[src/text_cell_pixel_renderer_core_assert.svh]
// assertion macros for the text cell pixel renderer
// included by the rtl files that check their own control logic
`ifndef TEXT_CELL_PIXEL_RENDERER_CORE_ASSERT_SVH
`define TEXT_CELL_PIXEL_RENDERER_CORE_ASSERT_SVH

`ifndef ASSERT_OFF
// antecedent implies consequent in the same cycle
`define TCPR_ASSERT_IMP(lbl, ck, rn, a, c, m) \
  lbl: assert property (@(posedge ck) disable iff (!rn) (a) |-> (c)) else $error(m);
// antecedent implies consequent in the next cycle
`define TCPR_ASSERT_NXT(lbl, ck, rn, a, c, m) \
  lbl: assert property (@(posedge ck) disable iff (!rn) (a) |=> (c)) else $error(m);
`else
`define TCPR_ASSERT_IMP(lbl, ck, rn, a, c, m)
`define TCPR_ASSERT_NXT(lbl, ck, rn, a, c, m)
`endif

`endif

[src/tcpr_pkg.sv]
// shared types, constants and colour helpers of the text cell pixel renderer
// no dependencies
package tcpr_pkg;

  // default geometry
  localparam int TEXT_COLUMNS_DEF = 80;
  localparam int TEXT_ROWS_DEF    = 25;
  localparam int GLYPH_HEIGHT_DEF = 11;
  localparam int RGB_WIDTH_DEF    = 480;
  localparam int RGB_HEIGHT_DEF   = 300;

  // field widths
  localparam int POS_W     = 18;
  localparam int COORD_W   = 9;
  localparam int PIX_W     = 24;
  localparam int PCNT_W    = 3;
  localparam int COLOR_W   = 6;
  localparam int PAL_DEPTH = 16;
  localparam int PAL_IDX_W = 4;
  localparam int GBITS_W   = 6;
  localparam int CODE_W    = 8;
  localparam int CHAR_COUNT = 256;
  localparam int CELL_WIDTH = 6;

  localparam logic [PCNT_W-1:0] PIXEL_COUNT_TEXT = 3'd6;
  localparam logic [PCNT_W-1:0] PIXEL_COUNT_RGB  = 3'd1;

  // reciprocal divider, divisors up to 1024
  localparam int DIV_SHIFT = 28;
  localparam int RECIP_W   = 29;
  localparam int DIVISOR_W = 11;
  localparam int REM_W     = 10;

  typedef enum logic [1:0] {
    ACT_TEXT    = 2'd0,
    ACT_RGB     = 2'd1,
    ACT_PALETTE = 2'd2,
    ACT_GLYPH   = 2'd3
  } action_t;

  typedef enum logic [1:0] {
    ST_IDLE,
    ST_DIV,
    ST_TEXT,
    ST_RGB
  } state_t;

  typedef struct packed {
    logic                 en;
    logic [PAL_IDX_W-1:0] idx;
    logic [COLOR_W-1:0]   data;
  } pal_wr_t;

  typedef struct packed {
    logic                 en;
    logic [PAL_IDX_W-1:0] fg_idx;
    logic [PAL_IDX_W-1:0] bg_idx;
  } pal_rd_t;

  typedef struct packed {
    logic             done;
    logic [POS_W-1:0] quot;
    logic [REM_W-1:0] rem;
  } div_res_t;

  localparam logic [COLOR_W-1:0] PALETTE_INIT [PAL_DEPTH] = '{
    6'h00, 6'h30, 6'h0C, 6'h03, 6'h3C, 6'h33, 6'h0F, 6'h10,
    6'h04, 6'h01, 6'h14, 6'h11, 6'h05, 6'h3f, 6'h2a, 6'h15
  };

  // 2-2-2 palette colour to 8-8-8, each channel times 85
  function automatic logic [PIX_W-1:0] expand_color(input logic [COLOR_W-1:0] c);
    logic [7:0] r;
    logic [7:0] g;
    logic [7:0] b;
    r = {6'd0, c[5:4]} * 8'd85;
    g = {6'd0, c[3:2]} * 8'd85;
    b = {6'd0, c[1:0]} * 8'd85;
    return {r, g, b};
  endfunction

  // 3-3-2 pixel byte to 8-8-8
  function automatic logic [PIX_W-1:0] expand_rgb332(input logic [CODE_W-1:0] p);
    logic [7:0] r;
    logic [7:0] g;
    logic [7:0] b;
    r = {5'd0, p[7:5]} * 8'd36;
    g = {5'd0, p[4:2]} * 8'd36;
    b = {6'd0, p[1:0]} * 8'd85;
    return {r, g, b};
  endfunction

endpackage

[src/tcpr_palette.sv]
// 16-entry palette memory with two registered read ports
// depends on tcpr_pkg; unwritten entries read as the reset colour table
module tcpr_palette import tcpr_pkg::*; (
  input  logic               clk,
  input  logic               rst_n,
  input  pal_wr_t            wr,
  input  pal_rd_t            rd,
  output logic [COLOR_W-1:0] fg_color,
  output logic [COLOR_W-1:0] bg_color
);

  logic [COLOR_W-1:0]   pal_mem [PAL_DEPTH];
  logic [PAL_DEPTH-1:0] written_r;
  logic [COLOR_W-1:0]   fg_r;
  logic [COLOR_W-1:0]   bg_r;

  always_ff @(posedge clk) begin
    if (!rst_n) begin
      written_r <= '0;
    end else if (wr.en) begin
      written_r[wr.idx] <= 1'b1;
    end
  end

  always_ff @(posedge clk) begin
    if (wr.en) begin
      pal_mem[wr.idx] <= wr.data;
    end
    if (rd.en) begin
      fg_r <= written_r[rd.fg_idx] ? pal_mem[rd.fg_idx] : PALETTE_INIT[rd.fg_idx];
      bg_r <= written_r[rd.bg_idx] ? pal_mem[rd.bg_idx] : PALETTE_INIT[rd.bg_idx];
    end
  end

  assign fg_color = fg_r;
  assign bg_color = bg_r;

endmodule

[config.mk]
export PLATFORM = sky130hd
export DESIGN_NAME = tcpr_palette
export DESIGN_NICKNAME = d
export VERILOG_FILES = /design/src/text_cell_pixel_renderer_core_assert.svh /design/src/tcpr_pkg.sv /design/src/tcpr_palette.sv
export SDC_FILE = /design/constraint.sdc
export NUM_CORES = 1
export LEC_CHECK = 0
export BUFFER_PORTS_ARGS = -buffer_cell sky130_fd_sc_hd__buf_2
export CAP_MARGIN = 20
export CORE_MARGIN = 5
export CORE_UTILIZATION = 53
export CTS_BUF_LIST = sky130_fd_sc_hd__clkbuf_4 sky130_fd_sc_hd__clkbuf_8 sky130_fd_sc_hd__clkbuf_16
export CTS_CLUSTER_SIZE = 30
export DETAILED_ROUTE_END_ITERATION = 10
export PLACE_DENSITY = 0.76
export SETUP_SLACK_MARGIN = 0.15
export SYNTH_ARGS = -nofsm -noshare
export SYNTH_HDL_FRONTEND = slang
export SYNTH_SLANG_ARGS = --single-unit
[constraint.sdc]
create_clock -name clk -period 3.8 [get_ports clk]
set_clock_uncertainty 0.2 [all_clocks]
set_input_delay 0.57 -clock clk [delete_from_list [all_inputs] [get_ports clk]]
set_output_delay 0.57 -clock clk [all_outputs]
set_load 0.05 [all_outputs]
==> results_dict.tcl <==
set metrics [dict create \
    status "completed" \
    globalRouteOverflowTotal 0 \
    power_frac_seq_pct 42.9 \
    switching_power_w 0.000763 \
    clk_path_buf_depth 2 \
    slew_headroom_pct 34.9 \
    area_growth_pct 13.5 \
    p_total_w 0.00358 \
    drive_above_1_share_pct 23.4 \
    dieWidth_um 119 \
    first_global_vias 3532 \
    fin_ws_ns 1.06 \
    rsz0062_at_grt "false" \
    io_pins 34 \
    finalWirelength_um 12800 \
    total_leakage_power_nw 2.59 \
    ys_ff_latch 124 \
    yosysTopAreaCell "edfxtp_1" \
    first_pass_iters 4 \
    comb_power_share_pct 8.6 \
    fin_nets 416 \
    worst_slew_pin_slew_ns 0.977 \
    die_h_um 119 \
    layout_common_cells "edfxtp_1, mux4_1, buf_2, nor2_1, clkbuf_16" \
    critPathMaxFanout 34 \
    initial_core_util_pct 54.5 \
    vias_per_cell 6.33 \
    fin_setup_tns_ns 0 \
    synth_seq_area_share_pct 57.0 \
    cts.sinks 124 \
    synth.top_cell.area_share_pct 51.9 \
    root_buffer "clkbuf_16" \
    worstPathRequired_ns 3.76 \
    fmax_mhz 365 \
    drtIter0Drc 310 \
    rows 39 \
    syn_inst 351 \
    crit_slowest_cell "buf_2" \
    fill_cells 778 \
    clkTransAtPathRegs_ns 0.06 \
    hold_viol 0 \
    antenna_found_initial 1 \
    hold_path.class "reg2reg" \
    vias 3418 \
    avgSynthCellArea_um2 17.8 \
    synth_area_mm2 0.00625 \
    reg2reg_setup_slack_ns 1.77 \
    cts_tree "yes" \
    path_cells "buf_2 > mux4_1 > a22oi_1 > nand2_2 > mux2_4" \
    irDropWorstVdd_uv 326 \
    io_buffers 33 \
    grt_pass1_wl_um 20100 \
    internal_power_w 0.00282 \
    n_antenna_cell 0 \
    mostFrequentLayoutCell "edfxtp_1" \
    switching_share_pct 21.3 \
    p_clk_share_pct 48.5 \
    dp_worst_setup_slack_ns 0.628 \
    drc_errors 0 \
    numCtsBuffers 17 \
    clkLatencyLatePin_ns 0.41 \
    cp-end-kind "flip-flop" \
    drv_cap 0 \
    path_class "in2reg" \
    yosysWarnings 0 \
    cts-hold-fix-buffers 0 \
    arrival_ns 2.70 \
    min_period_over_period_pct 72.1 \
    track_usage_pct 19.0 \
    htreeDepth 4 \
    place_hpwl_um 8270 \
    setup_viol 0 \
    slew_violations 0 \
    cts_resized 0 \
    synth.area.top_cells "edfxtp_1, mux4_1, mux4_2, dfxtp_1, a22o_1" \
    wire_per_inst_um 23.8 \
    ys_types 30 \
    die_area_mm2 0.0141 \
    ant_nets 0 \
    cts_setup_buffers 0 \
    synth_nets 383 \
    grt_max_degree 35 \
    period_needed_ns 2.74 \
    start_kind "primary input" \
    gp_congestion 0.828 \
    hold_ws_ns 0.286 \
    core_mm2 0.0115 \
    p_per_area_mw_per_mm2 505 \
    cpPeakStageDelay_ns 0.73 \
]
==> synth_stat cells, drive strengths merged <==
library cell  instances
edfxtp              108
mux4                 60
nor2                 22
a22o                 16
dfxtp                16
o21a                 16
a22oi                14
buf                  12
clkbuf               12
nand2                11
ha                   10
inv                   8
mux2i                 8
nor2b                 6
nor3                  6
a21oi                 4
mux2                  4
nand2b                4
o21ai                 4
a211oi                2
and2                  2
nand3b                2
nor3b                 2
nand3                 1
or3b                  1
==> power by group through the flow <==
stage,combinational (W),sequential (W),clock (W)
2_1_floorplan,0.000189,0.00160,0
3_3_place_gp,0.000302,0.00156,0
3_5_place_dp,0.000307,0.00156,0
4_1_cts,0.000308,0.00153,0.00175
5_1_grt,0.000329,0.00154,0.00181
6_report,0.000307,0.00153,0.00174
==> registers in the layout, summed over array words and instances (netlist names) <==
register,cells
written_r,16
pal_mem,96
fg_color,6
bg_color,6
==> worst paths after layout <==
check	start	to	cells after the start
hold / removal	written_r[11]	written_r[11]	1
hold reg to reg	written_r[11]	written_r[11]	1
setup / recovery	rd[4]	fg_color[0]	5
setup reg to reg	pal_mem[9][4]	bg_color[4]	4
==> critical path: cells and delay by family <==
kind	cells	cell delay, ns
multiplexers	2	0.98
buffers and inverters	1	0.73
AND/OR/NAND/NOR	1	0.17
AO/OA/AOI/OAI	1	0.23
==> per-stage QoR <==
step / cells / instance area (um^2) / utilization, %
global route: 540 / 7090 / 61.9
global placement: 508 / 6450 / 56.3
finish: 540 / 7090 / 61.9
detailed placement: 508 / 6450 / 56.3
CTS: 540 / 7090 / 61.9
floorplan: 351 / 6250 / -
==> cells by family (layout without fill, tap and decap cells) <==
family | Yosys count | in the layout | share of synthesized area (%)
mux | 72 | 72 | 26.5
buf+inv | 32 | 78 | 3.28
fa+ha+maj | 10 | 10 | 2.00
compound gates | 56 | 56 | 6.73
simple gates | 57 | 57 | 4.45
flops | 124 | 124 | 57.0
==> area by class of cell <==
cell class              count  area, um^2  area share (%)
flip-flops and latches    124        3560            50.2
well taps                 143         179            2.52
clock buffers              19         440            6.21
inverters                   8        30.0           0.423
repair buffers             38         203            2.86
multi-input cells         195        2480            35.0
clock inverters            13         198            2.79
==> per-layer routing <==
metal / share of wire, % / wire length (um) / track usage (%)
met3: 6.7 / 856 / 5.64
met1: 43 / 5530 / 25.8
met4: 1.8 / 232 / 7.02
met5: 0.10 / 13 / 0
met2: 48 / 6210 / 29.5
(Power assumes the default switching activity.)
