$ cat src/text_cell_pixel_renderer_core_assert.svh
// assertion macros for the text cell pixel renderer
// included by the rtl files that check their own control logic
`ifndef TEXT_CELL_PIXEL_RENDERER_CORE_ASSERT_SVH
`define TEXT_CELL_PIXEL_RENDERER_CORE_ASSERT_SVH

`ifndef ASSERT_OFF
// antecedent implies consequent in the same cycle
`define TCPR_ASSERT_IMP(lbl, ck, rn, a, c, m) \
  lbl: assert property (@(posedge ck) disable iff (!rn) (a) |-> (c)) else $error(m);
// antecedent implies consequent in the next cycle
`define TCPR_ASSERT_NXT(lbl, ck, rn, a, c, m) \
  lbl: assert property (@(posedge ck) disable iff (!rn) (a) |=> (c)) else $error(m);
`else
`define TCPR_ASSERT_IMP(lbl, ck, rn, a, c, m)
`define TCPR_ASSERT_NXT(lbl, ck, rn, a, c, m)
`endif

`endif

$ cat src/tcpr_pkg.sv
// shared types, constants and colour helpers of the text cell pixel renderer
// no dependencies
package tcpr_pkg;

  // default geometry
  localparam int TEXT_COLUMNS_DEF = 80;
  localparam int TEXT_ROWS_DEF    = 25;
  localparam int GLYPH_HEIGHT_DEF = 11;
  localparam int RGB_WIDTH_DEF    = 480;
  localparam int RGB_HEIGHT_DEF   = 300;

  // field widths
  localparam int POS_W     = 18;
  localparam int COORD_W   = 9;
  localparam int PIX_W     = 24;
  localparam int PCNT_W    = 3;
  localparam int COLOR_W   = 6;
  localparam int PAL_DEPTH = 16;
  localparam int PAL_IDX_W = 4;
  localparam int GBITS_W   = 6;
  localparam int CODE_W    = 8;
  localparam int CHAR_COUNT = 256;
  localparam int CELL_WIDTH = 6;

  localparam logic [PCNT_W-1:0] PIXEL_COUNT_TEXT = 3'd6;
  localparam logic [PCNT_W-1:0] PIXEL_COUNT_RGB  = 3'd1;

  // reciprocal divider, divisors up to 1024
  localparam int DIV_SHIFT = 28;
  localparam int RECIP_W   = 29;
  localparam int DIVISOR_W = 11;
  localparam int REM_W     = 10;

  typedef enum logic [1:0] {
    ACT_TEXT    = 2'd0,
    ACT_RGB     = 2'd1,
    ACT_PALETTE = 2'd2,
    ACT_GLYPH   = 2'd3
  } action_t;

  typedef enum logic [1:0] {
    ST_IDLE,
    ST_DIV,
    ST_TEXT,
    ST_RGB
  } state_t;

  typedef struct packed {
    logic                 en;
    logic [PAL_IDX_W-1:0] idx;
    logic [COLOR_W-1:0]   data;
  } pal_wr_t;

  typedef struct packed {
    logic                 en;
    logic [PAL_IDX_W-1:0] fg_idx;
    logic [PAL_IDX_W-1:0] bg_idx;
  } pal_rd_t;

  typedef struct packed {
    logic             done;
    logic [POS_W-1:0] quot;
    logic [REM_W-1:0] rem;
  } div_res_t;

  localparam logic [COLOR_W-1:0] PALETTE_INIT [PAL_DEPTH] = '{
    6'h00, 6'h30, 6'h0C, 6'h03, 6'h3C, 6'h33, 6'h0F, 6'h10,
    6'h04, 6'h01, 6'h14, 6'h11, 6'h05, 6'h3f, 6'h2a, 6'h15
  };

  // 2-2-2 palette colour to 8-8-8, each channel times 85
  function automatic logic [PIX_W-1:0] expand_color(input logic [COLOR_W-1:0] c);
    logic [7:0] r;
    logic [7:0] g;
    logic [7:0] b;
    r = {6'd0, c[5:4]} * 8'd85;
    g = {6'd0, c[3:2]} * 8'd85;
    b = {6'd0, c[1:0]} * 8'd85;
    return {r, g, b};
  endfunction

  // 3-3-2 pixel byte to 8-8-8
  function automatic logic [PIX_W-1:0] expand_rgb332(input logic [CODE_W-1:0] p);
    logic [7:0] r;
    logic [7:0] g;
    logic [7:0] b;
    r = {5'd0, p[7:5]} * 8'd36;
    g = {5'd0, p[4:2]} * 8'd36;
    b = {6'd0, p[1:0]} * 8'd85;
    return {r, g, b};
  endfunction

endpackage

$ cat src/tcpr_divc.sv
// two-stage divider by one of two constants, reciprocal multiply and one correction
// depends on tcpr_pkg and the assertion macro header
module tcpr_divc import tcpr_pkg::*; #(
  parameter int D0 = TEXT_COLUMNS_DEF,
  parameter int D1 = RGB_WIDTH_DEF
) (
  input  logic             clk,
  input  logic             rst_n,
  input  logic             start,
  input  logic             sel,
  input  logic [POS_W-1:0] pos,
  output div_res_t         res
);

  `include "text_cell_pixel_renderer_core_assert.svh"

  localparam int PROD_W = POS_W + RECIP_W;
  localparam logic [RECIP_W-1:0]   M0  = RECIP_W'((64'd1 << DIV_SHIFT) / D0);
  localparam logic [RECIP_W-1:0]   M1  = RECIP_W'((64'd1 << DIV_SHIFT) / D1);
  localparam logic [DIVISOR_W-1:0] DV0 = DIVISOR_W'(D0);
  localparam logic [DIVISOR_W-1:0] DV1 = DIVISOR_W'(D1);

  logic               busy_r;
  logic               done_r;
  logic [PROD_W-1:0]  prod_r;
  logic [POS_W-1:0]   pos_r;
  logic               sel_r;
  logic [POS_W-1:0]   quot_r;
  logic [REM_W-1:0]   rem_r;

  logic [RECIP_W-1:0]   m_sel;
  logic [PROD_W-1:0]    prod_nxt;
  logic [POS_W-1:0]     q_est;
  logic [DIVISOR_W-1:0] d_sel;
  logic [POS_W:0]       qd;
  logic [POS_W:0]       rem_wide;
  logic                 fix;
  logic [POS_W-1:0]     quot_nxt;
  logic [REM_W-1:0]     rem_nxt;

  // stage 1: estimate never exceeds the true quotient, falls short by at most one
  always_comb begin
    m_sel    = sel ? M1 : M0;
    prod_nxt = PROD_W'(pos) * PROD_W'(m_sel);
  end

  // stage 2: remainder and correction
  always_comb begin
    q_est    = prod_r[DIV_SHIFT +: POS_W];
    d_sel    = sel_r ? DV1 : DV0;
    qd       = {1'b0, q_est} * (POS_W+1)'(d_sel);
    rem_wide = {1'b0, pos_r} - qd;
    fix      = rem_wide >= (POS_W+1)'(d_sel);
    quot_nxt = fix ? q_est + 1'b1 : q_est;
    rem_nxt  = fix ? REM_W'(rem_wide - (POS_W+1)'(d_sel)) : REM_W'(rem_wide);
  end

  always_ff @(posedge clk) begin
    if (!rst_n) begin
      busy_r <= 1'b0;
      done_r <= 1'b0;
    end else begin
      busy_r <= start;
      done_r <= busy_r;
    end
  end

  always_ff @(posedge clk) begin
    if (start) begin
      prod_r <= prod_nxt;
      pos_r  <= pos;
      sel_r  <= sel;
    end
    if (busy_r) begin
      quot_r <= quot_nxt;
      rem_r  <= rem_nxt;
    end
  end

  assign res = '{done: done_r, quot: quot_r, rem: rem_r};

  `TCPR_ASSERT_IMP(a_rem_range, clk, rst_n, done_r, DIVISOR_W'(rem_r) < d_sel, "remainder out of range")

endmodule

$ cat config.mk
export PLATFORM = sky130hd
export DESIGN_NAME = tcpr_divc
export DESIGN_NICKNAME = d
export VERILOG_FILES = /design/src/tcpr_pkg.sv /design/src/tcpr_divc.sv
export VERILOG_INCLUDE_DIRS = /design/src /design/src/src
export SDC_FILE = /design/constraint.sdc
export NUM_CORES = 1
export LEC_CHECK = 0
export BUFFER_PORTS_ARGS = -buffer_cell sky130_fd_sc_hd__buf_2
export CAP_MARGIN = 20
export CORE_MARGIN = 2
export CORE_UTILIZATION = 25
export DETAILED_ROUTE_END_ITERATION = 8
export GPL_ROUTABILITY_DRIVEN = 0
export PLACE_DENSITY = 0.41
export REMOVE_ABC_BUFFERS = 1
export SLEW_MARGIN = 15
export SYNTH_ARGS = -nofsm -noshare
export SYNTH_HDL_FRONTEND = slang
export SYNTH_SLANG_ARGS = --single-unit
$ cat constraint.sdc
create_clock -name clk -period 20.9 [get_ports clk]
set_input_delay 2.09 -clock clk [delete_from_list [all_inputs] [get_ports clk]]
set_output_delay 2.09 -clock clk [all_outputs]
set_load 0.05 [all_outputs]
==> results of run 1 <==
metrics by stage:
step / hold slack (ns) / cell area [um2] / setup slack [ns]
finish: 0.497 / 11400 / 12.35
floorplan: 0.428 / 10400 / 13.43
global placement: 0.504 / 11300 / 12.12
detailed placement: 0.484 / 11300 / 12.07
global route: 0.520 / 11400 / 11.91
CTS: 0.507 / 11400 / 12.36
layout by cell type, fill, tap and decap left out, types with 4 or more instances in the layout:
cell type	count
clkbuf_16	5
o21ai_0	21
nor2_1	32
xor2_1	11
edfxtp_1	54
and3_1	9
o21a_1	6
a21oi_1	36
and2_1	12
nand2_1	36
ha_1	172
o211ai_1	5
nor3_1	7
conb_1	28
inv_1	313
nand2b_1	4
a21o_1	30
nand3_1	11
fa_1	151
nand4_1	11
xnor2_1	40
a31oi_1	5
buf_2	45
nor2b_1	26
a21boi_0	4
worst paths after layout:
check        cells after the start                   end
max                             24  prod_r[39]$_DFFE_PP_
min                              0    rem_r[0]$_DFFE_PP_
max reg2reg                     20    rem_r[5]$_DFFE_PP_
min reg2reg                      0    rem_r[0]$_DFFE_PP_
metal layers:
layer / part of all wire / vias up / track usage
li1: - / 3459 / -
met1: 0.48 / 3192 / 0.157
met3: 0.0083 / 5 / 0.00755
met2: 0.50 / 31 / 0.205
met4: 0.0069 / 0 / 0.0189
met5: 0 / - / 0
worst register-to-register path: cells and delay by family, from the launching register on:
family / cells / cell delay (ns)
adders and majority gates: 6 / 2.73
buffers and inverters: 5 / 1.01
and+or+nand+nor: 3 / 0.95
AOI/OAI and AO/OA: 4 / 0.86
DFF: 1 / 0.64
muxes: 2 / 0.56
sequential cells by signal, indices dropped and copies added (netlist names):
signal and cells:
quot_r 13, rem_r 10, prod_r 12, pos_r 18
sel_r 1, done_r 1, busy_r 1
cells by family (layout without fill, tap and decap cells):
group | after synthesis | count (layout) | synth area share
DFF | 56 | 56 | 0.159
muxes | 6 | 6 | 0.00682
and+or+nand+nor | 164 | 164 | 0.0830
other | 2 | 28 | 0.000719
AOI/OAI and AO/OA | 133 | 133 | 0.0839
buffers and inverters | 345 | 367 | 0.127
xor gates and xnor gates | 52 | 52 | 0.0443
adders and majority gates | 323 | 323 | 0.495
area by class of cell:
class | count | area (um2) | area share
clock buffer | 5 | 125 | 0.0109
inverter | 313 | 1170 | 0.103
sequential | 56 | 1660 | 0.145
clock inverter | 3 | 22.5 | 0.00197
tap | 532 | 666 | 0.0581
timing repair buffer | 46 | 240 | 0.0210
multi-input combinational | 706 | 7560 | 0.660
==> flow_metrics.tcl, run 1 <==
set metrics [dict create \
    clock_sinks 56 \
    period_share 0.409 \
    post-route-util 0.279 \
    initial_core_util 0.255 \
    fp.dieH_um 208 \
    timing.final.crit_period_ns 8.55 \
    die-area_mm2 0.0435 \
    vias_per_cell 4.03 \
    cp.arrival_ns 8.60 \
    antenna_found_initial 0 \
    yosysWarnings 0 \
    fmax_ghz 0.117 \
    io_pins 51 \
    clk_path_buf_depth 2 \
    nNetsFinal 1473 \
    slew_headroom 0.445 \
    critical_path_class "in2reg" \
    n_antenna_cell 0 \
    cp_num_buf_inv 5 \
    ys.flop_type "edfxtp_1" \
    placed_cells 1653 \
    max_stage_delay_ns 0.66 \
    synth_top_area_share 0.289 \
    crit_path_end_kind "flip-flop" \
    ys_ff_latch 56 \
    synth_top_area_cell "fa_1" \
    r2r-start "sel_r$_DFFE_PP_" \
    cts-root-buf "clkbuf_16" \
    fill_cells 4377 \
    grt_pass1_wl_um 39500 \
    dp_hpwl_um 21500 \
    die_x_um 208 \
    reg2reg_slack_ns 13.94 \
    status "complete, no violations" \
    start_kind "input port" \
    synth_cell_type_count 61 \
    area_growth_pct 9.54 \
    cp.required_ns 20.95 \
    cap_violations 0 \
    finalSetupViolCount 0 \
    slew_violations 0 \
    htreeDepth 2 \
    ctsHoldBuffers 0 \
    synth.most_common_cell "inv_1" \
    drive_gt1_frac 0.0593 \
    critical_path.most_common_cell "fa_1" \
    drt_wl_total_um 23700 \
    synthTopCellsByCount "inv_1, ha_1, fa_1, edfxtp_1, xnor2_1" \
    num_vias 6687 \
    grt_max_degree 41 \
    cts_resized 0 \
    wl_per_cell_um 14.3 \
    grt_usage 0.116 \
    synthCells 1081 \
    cp_slowest_cell "fa_1" \
    clk_pin_slew_ns 0.08 \
    rsz0062_at_grt "no" \
    overflow 0 \
    netlist_area_mm2 0.0105 \
    dr.pass1.iters 4 \
    critical_path.top_delay_family "adder cells" \
    cts_tree "done" \
    instances_no_fill 1661 \
    clock_skew_ns 0.0161 \
    numPortBuffers 45 \
    post_cts_buffers 0 \
    path_max_fanout 40 \
    async_reset_ff_frac 0 \
    synth_area_leaders "fa_1, ha_1, edfxtp_1, inv_1, xnor2_1" \
    cp-startpoint "sel" \
    ys_seq_area_frac 0.159 \
    drc 0 \
    clock_latency_ns 0.31 \
    worst_slew_pin_slew_ns 0.832 \
    grt_pass1_vias 7241 \
    rows 74 \
    cts_made_buffers 5 \
    crit_chain "buf_2 > nand2b_1 > nand2_1 > ha_1 > fa_1 > inv_1 > fa_1 > inv_1 > fa_1 > inv_1 > fa_1 > fa_1 > inv_1 > ha_1 > a21oi_1 > o2111ai_1 > nand3_1 > nand4b_1 > o21ai_0 > a311oi_1 > o21a_1 > o21ai_0 > nor2b_1 > xnor2_1" \
    final_antenna_net_count 0 \
    drt_iter0_drc 171 \
    hold_start "pos_r[0]$_DFFE_PP_" \
    min_path_type "reg2reg" \
    core_area_mm2 0.0410 \
    setup_tns_ns 0 \
    finalHoldViolCount 0 \
    synth_edf_count 54 \
    syn_avg_cell_area_um2 9.67 \
]
Power of run 1 is not shown: default switching activity piles up to over one toggle a cycle in this logic, so the estimate is an artifact.
==> inputs of run 2 (changes only) <==
Clock period 20.9 ns to 8.75 ns, I/O delays scaled along.
==> run 2 against run 1 <==
  * Clock skew up 0.0017 ns
  * Cell area about the same
  * First-iteration DRC count up 25%
  * Die area unchanged
  * Cell count about the same
  * Critical path depth unchanged
  * Via count up 0.52%
  * Sequential share of layout area about the same
  * Register-to-register slack worse by 12 ns
  * Sequential cell count unchanged
  * Count of clock-buffer cells in the layout unchanged
  * Wire length about the same
  * Highest routed layer unchanged
==> flow_metrics.tcl, run 2 (synthesized netlist as in run 1, its figures left out) <==
set metrics [dict create \
    status "complete, no violations" \
    clock_sinks 56 \
    dp_hpwl_um 21500 \
    area_growth_pct 9.57 \
    reg.largest.list "pos_r: 18 flops, quot_r: 13 flops, prod_r: 12 flops" \
    core_area_mm2 0.0410 \
    critical_path.most_common_cell "fa_1" \
    wl_per_cell_um 14.2 \
    finalSetupViolCount 0 \
    io_pins 51 \
    cp.required_ns 8.81 \
    die_x_um 208 \
    setup_tns_ns 0 \
    start_kind "input port" \
    final_cell_area_mm2 0.0115 \
    critical_path_class "in2reg" \
    dr.pass1.iters 4 \
    die-area_mm2 0.0435 \
    overflow 0 \
    rows 74 \
    crit_path_end_kind "flip-flop" \
    antenna_found_initial 0 \
    crit_chain "buf_2 > nand2b_1 > nand2_1 > ha_1 > fa_1 > inv_1 > fa_1 > inv_1 > fa_1 > inv_1 > fa_1 > fa_1 > inv_1 > ha_1 > a21oi_1 > o2111ai_1 > nand3_1 > nand4b_1 > o21ai_0 > a311oi_1 > o21a_1 > o21ai_0 > nor2b_1 > xnor2_1" \
    clock_skew_ns 0.0178 \
    slew_violations 0 \
    instances_no_fill 1662 \
    finalHoldViolCount 0 \
    worst_slew_pin_slew_ns 0.858 \
    max_stage_delay_ns 0.66 \
    wl_met2_um 11900 \
    min_path_type "reg2reg" \
    path_max_fanout 40 \
    cts_made_buffers 5 \
    rsz0062_at_grt "no" \
    placed_area_mm2 0.0113 \
    critical_path.top_delay_family "adder cells" \
    clk_pin_slew_ns 0.08 \
    met1_length_um 11300 \
    cts_resized 0 \
    largest_register_ffs 18 \
    final_cell_mix "inv_1, ha_1, fa_1" \
    grt_pass1_wl_um 39800 \
    drive_gt1_frac 0.0593 \
    cts_tree "done" \
    cp.arrival_ns 7.32 \
    placed_cells 1653 \
    htreeDepth 2 \
    post_cts_buffers 0 \
    grt_usage 0.116 \
    final_common_cell "inv_1" \
    ctsHoldBuffers 0 \
    largest_register "pos_r" \
    slew_headroom 0.427 \
    vias_per_cell 4.04 \
    numPortBuffers 45 \
    timing.final.crit_period_ns 7.26 \
    final_antenna_net_count 0 \
    fp.dieH_um 208 \
    period_share 0.830 \
    nNetsFinal 1473 \
    fmax_ghz 0.138 \
    initial_core_util 0.255 \
    dr_wl_met3_um 277 \
    cp_num_buf_inv 5 \
    num_vias 6722 \
    cp_slowest_cell "fa_1" \
    drt_iter0_drc 214 \
    drt_wl_total_um 23700 \
    drc 0 \
    clk_path_buf_depth 2 \
    clock_latency_ns 0.31 \
    reg2reg_slack_ns 1.74 \
    cts-root-buf "clkbuf_16" \
    top_layer "met4" \
    cap_violations 0 \
    grt_max_degree 41 \
    grt_pass1_vias 7247 \
]
==> run 2: changes by cell type in the layout (fill, tap and decap cells not counted), sizes merged <==
cell	previous run	this run
diode	0	1
==> run 2: layer usage <==
layer  track usage  vias to the layer above
met1         0.158                     3225
met5             0                        -
met3       0.00770                        9
li1              -                     3457
met2         0.204                       31
met4        0.0218                        0
==> run 2: path summary, 6_finish.rpt <==
path / from / to / cells after the start
worst max-delay path: sel / prod_r[39]$_DFFE_PP_ / 24
worst min-delay path: pos_r[0]$_DFFE_PP_ / rem_r[0]$_DFFE_PP_ / 0
worst max register to register: sel_r$_DFFE_PP_ / rem_r[5]$_DFFE_PP_ / 20
worst min register to register: pos_r[0]$_DFFE_PP_ / rem_r[0]$_DFFE_PP_ / 0
==> run 2: final cells by class <==
class / count / area (um2)
Fill cell: 4407 / 29600
Multi-Input combinational cell: 706 / 7560
Sequential cell: 56 / 1660
Inverter: 313 / 1170
Tap cell: 532 / 666
Timing Repair Buffer: 46 / 240
Clock buffer: 5 / 125
Clock inverter: 3 / 22.5
Antenna cell: 1 / 2.50
==> run 2: through the flow <==
stage	utilization	hold WS [ns]	setup WS, ns
3_5_place_dp	0.276	0.500	1.11
2_1_floorplan	-	0.428	2.49
3_3_place_gp	0.275	0.504	1.18
5_1_grt	0.279	0.531	0.967
6_report	0.279	0.530	1.49
4_1_cts	0.279	0.523	1.43
==> run 2: worst register-to-register path, delay by kind of cell (launching register included) <==
family,cells,cell delay [ns]
adders and majority gates,6,2.75
buffers and inverters,5,1.03
and+or+nand+nor,3,0.96
AOI/OAI and AO/OA,4,0.85
DFF,1,0.64
muxes,2,0.56
Power of run 2 is left out for the same reason.
==> inputs of run 3 (changes only) <==
Settings changed: ABC_AREA from default to 1.
Clock period 8.75 ns to 7.09 ns, I/O delays scaled along.
==> run 3 against run 2 <==
  * The flow now finishes with violations (DRC)
  * Count of clock-buffer cells in the layout stayed put
  * Die area up 13%
  * Via count rose by 38%
  * Core utilization down 0.10 points
  * Cell area is 13% higher
  * Largest cell class unchanged
  * Non-clock buffer count is 3 higher
  * Sequential cell count unchanged
  * Critical path depth shrank 3
  * Sequential share of layout area decreased by 1.7 points
  * Critical path type unchanged
  * Highest routed layer unchanged
==> flow_metrics.tcl, run 3 <==
set metrics [dict create \
    drt_iter0_drc 379 \
    clock_latency_ns 0.33 \
    final_cell_mix "inv_1, nand2_1, ha_1" \
    final_common_cell "inv_1" \
    core_area_mm2 0.0467 \
    syn_avg_cell_area_um2 7.78 \
    fp.dieH_um 222 \
    fill_cells 5208 \
    register_area_mm2 0.00166 \
    period_share 0.891 \
    synth_area_leaders "fa_1, ha_1, inv_1, edfxtp_1, nand2_1" \
    vias_per_cell 4.24 \
    timing.final.crit_period_ns 6.31 \
    reg.largest.list "pos_r: 18 flops, quot_r: 13 flops, prod_r: 12 flops" \
    synth_cell_type_count 43 \
    setup_tns_ns 0 \
    die_x_um 222 \
    clock_sinks 56 \
    async_reset_ff_frac 0 \
    finalSetupViolCount 0 \
    numPortBuffers 45 \
    synth.most_common_cell "inv_1" \
    grt_pass1_wl_um 54400 \
    slew_headroom 0.428 \
    netlist_area_mm2 0.0118 \
    ys.flop_type "edfxtp_1" \
    cts-root-buf "clkbuf_16" \
    path_max_fanout 17 \
    synthCells 1523 \
    final_antenna_net_count 0 \
    fmax_ghz 0.158 \
    ctsHoldBuffers 0 \
    drc 4 \
    grt_max_degree 33 \
    num_vias 9276 \
    post_cts_buffers 0 \
    htreeDepth 2 \
    post-route-util 0.278 \
    clock_skew_ns 0.0147 \
    worst_slew_pin_slew_ns 0.858 \
    dp_hpwl_um 30000 \
    ys_ff_latch 56 \
    initial_core_util 0.254 \
    area_growth_pct 9.51 \
    yosysWarnings 0 \
    slew_violations 0 \
    synth_top_area_cell "fa_1" \
    drt_wl_total_um 32900 \
    cts_tree "done" \
    clk_path_buf_depth 2 \
    n_antenna_cell 0 \
    ys_seq_area_frac 0.140 \
    nNetsFinal 1925 \
    largest_register "pos_r" \
    min_path_type "reg2reg" \
    critical_path_class "in2reg" \
    synthTopCellsByCount "inv_1, nand2_1, ha_1, fa_1, nor2_1" \
    instances_no_fill 2188 \
    multi_input_area_mm2 0.00848 \
    dr.pass1.iters 7 \
    overflow 0 \
    cts_resized 0 \
    io_pins 51 \
    antenna_found_initial 0 \
    cap_violations 0 \
    start_kind "input port" \
    clk_pin_slew_ns 0.08 \
    rows 79 \
    grt_usage 0.142 \
    cts_made_buffers 5 \
    placed_cells 2180 \
    status "finished with violations" \
    synth_edf_count 54 \
    finalHoldViolCount 0 \
    rsz0062_at_grt "no" \
    largest_register_ffs 18 \
    cp.required_ns 7.18 \
    wl_per_cell_um 15.1 \
    drive_gt1_frac 0.0493 \
    cp.arrival_ns 6.40 \
    die-area_mm2 0.0492 \
    crit_path_end_kind "flip-flop" \
    synth_top_area_share 0.255 \
    grt_pass1_vias 10000 \
    failed_checks "DRC" \
]
==> run 3: worst paths after layout <==
check | from | end | slack [ns] | depth (start not counted)
worst min register to register | busy_r$_SDFF_PN0_ | done_r$_SDFF_PN0_ | 0.43 | 2
worst max register to register | sel_r$_DFFE_PP_ | quot_r[0]$_DFFE_PP_ | 0.81 | 28
worst max-delay path | sel | prod_r[32]$_DFFE_PP_ | 0.78 | 21
worst min-delay path | busy_r$_SDFF_PN0_ | done_r$_SDFF_PN0_ | 0.43 | 2
==> run 3: final cells by class <==
type | count | share of cell area
clock buffer | 5 | 0.00964
clock inverter | 3 | 0.00174
inverter | 445 | 0.129
multi-input combinational | 1023 | 0.654
sequential | 56 | 0.128
tap | 607 | 0.0585
timing repair buffer | 49 | 0.0197
==> run 3: cell families (layout without fill, tap and decap cells) <==
family                   after synthesis  after routing  share of synthesized area
other                                  2             28                   0.000634
flip-flops                            56             56                      0.140
AND/OR/NAND/NOR                      511            511                      0.181
XOR/XNOR                              31             31                     0.0229
AO/OA/AOI/OAI                        130            130                     0.0659
adder cells (fa/ha/maj)              323            323                      0.437
buffers and inverters                470            502                      0.152
==> run 3: metrics by stage <==
step,setup WS [ns],hold WS [ns],instance area (um2)
after global routing,0.335,0.455,13000
after floorplan,1.38,0.453,11800
after CTS,0.774,0.437,13000
final,0.776,0.433,13000
after detailed placement,0.410,0.424,12800
after global placement,0.396,0.423,12800
==> run 3: routing by layer <==
| metal | part of all wire | GRT usage |
|---|---|---|
| met1 | 0.47 | 0.186 |
| met2 | 0.49 | 0.251 |
| met3 | 0.023 | 0.0154 |
| met4 | 0.017 | 0.0329 |
| met5 | 0 | 0 |
==> run 3: critical path, cell delays in order <==
cell and delay (ns):
buf_2 0.18, inv_1 0.47, o21ai_0 0.21, ha_1 0.35
fa_1 0.65, inv_1 0.08, fa_1 0.50, inv_1 0.08
fa_1 0.50, inv_1 0.06, fa_1 0.51, fa_1 0.56
inv_1 0.04, ha_1 0.33, a21oi_1 0.19, o21ai_0 0.17
o21bai_1 0.19, a221oi_1 0.41, nand2_1 0.09, nand2_1 0.07
nand2_1 0.04
Power of run 3 is left out for the same reason.
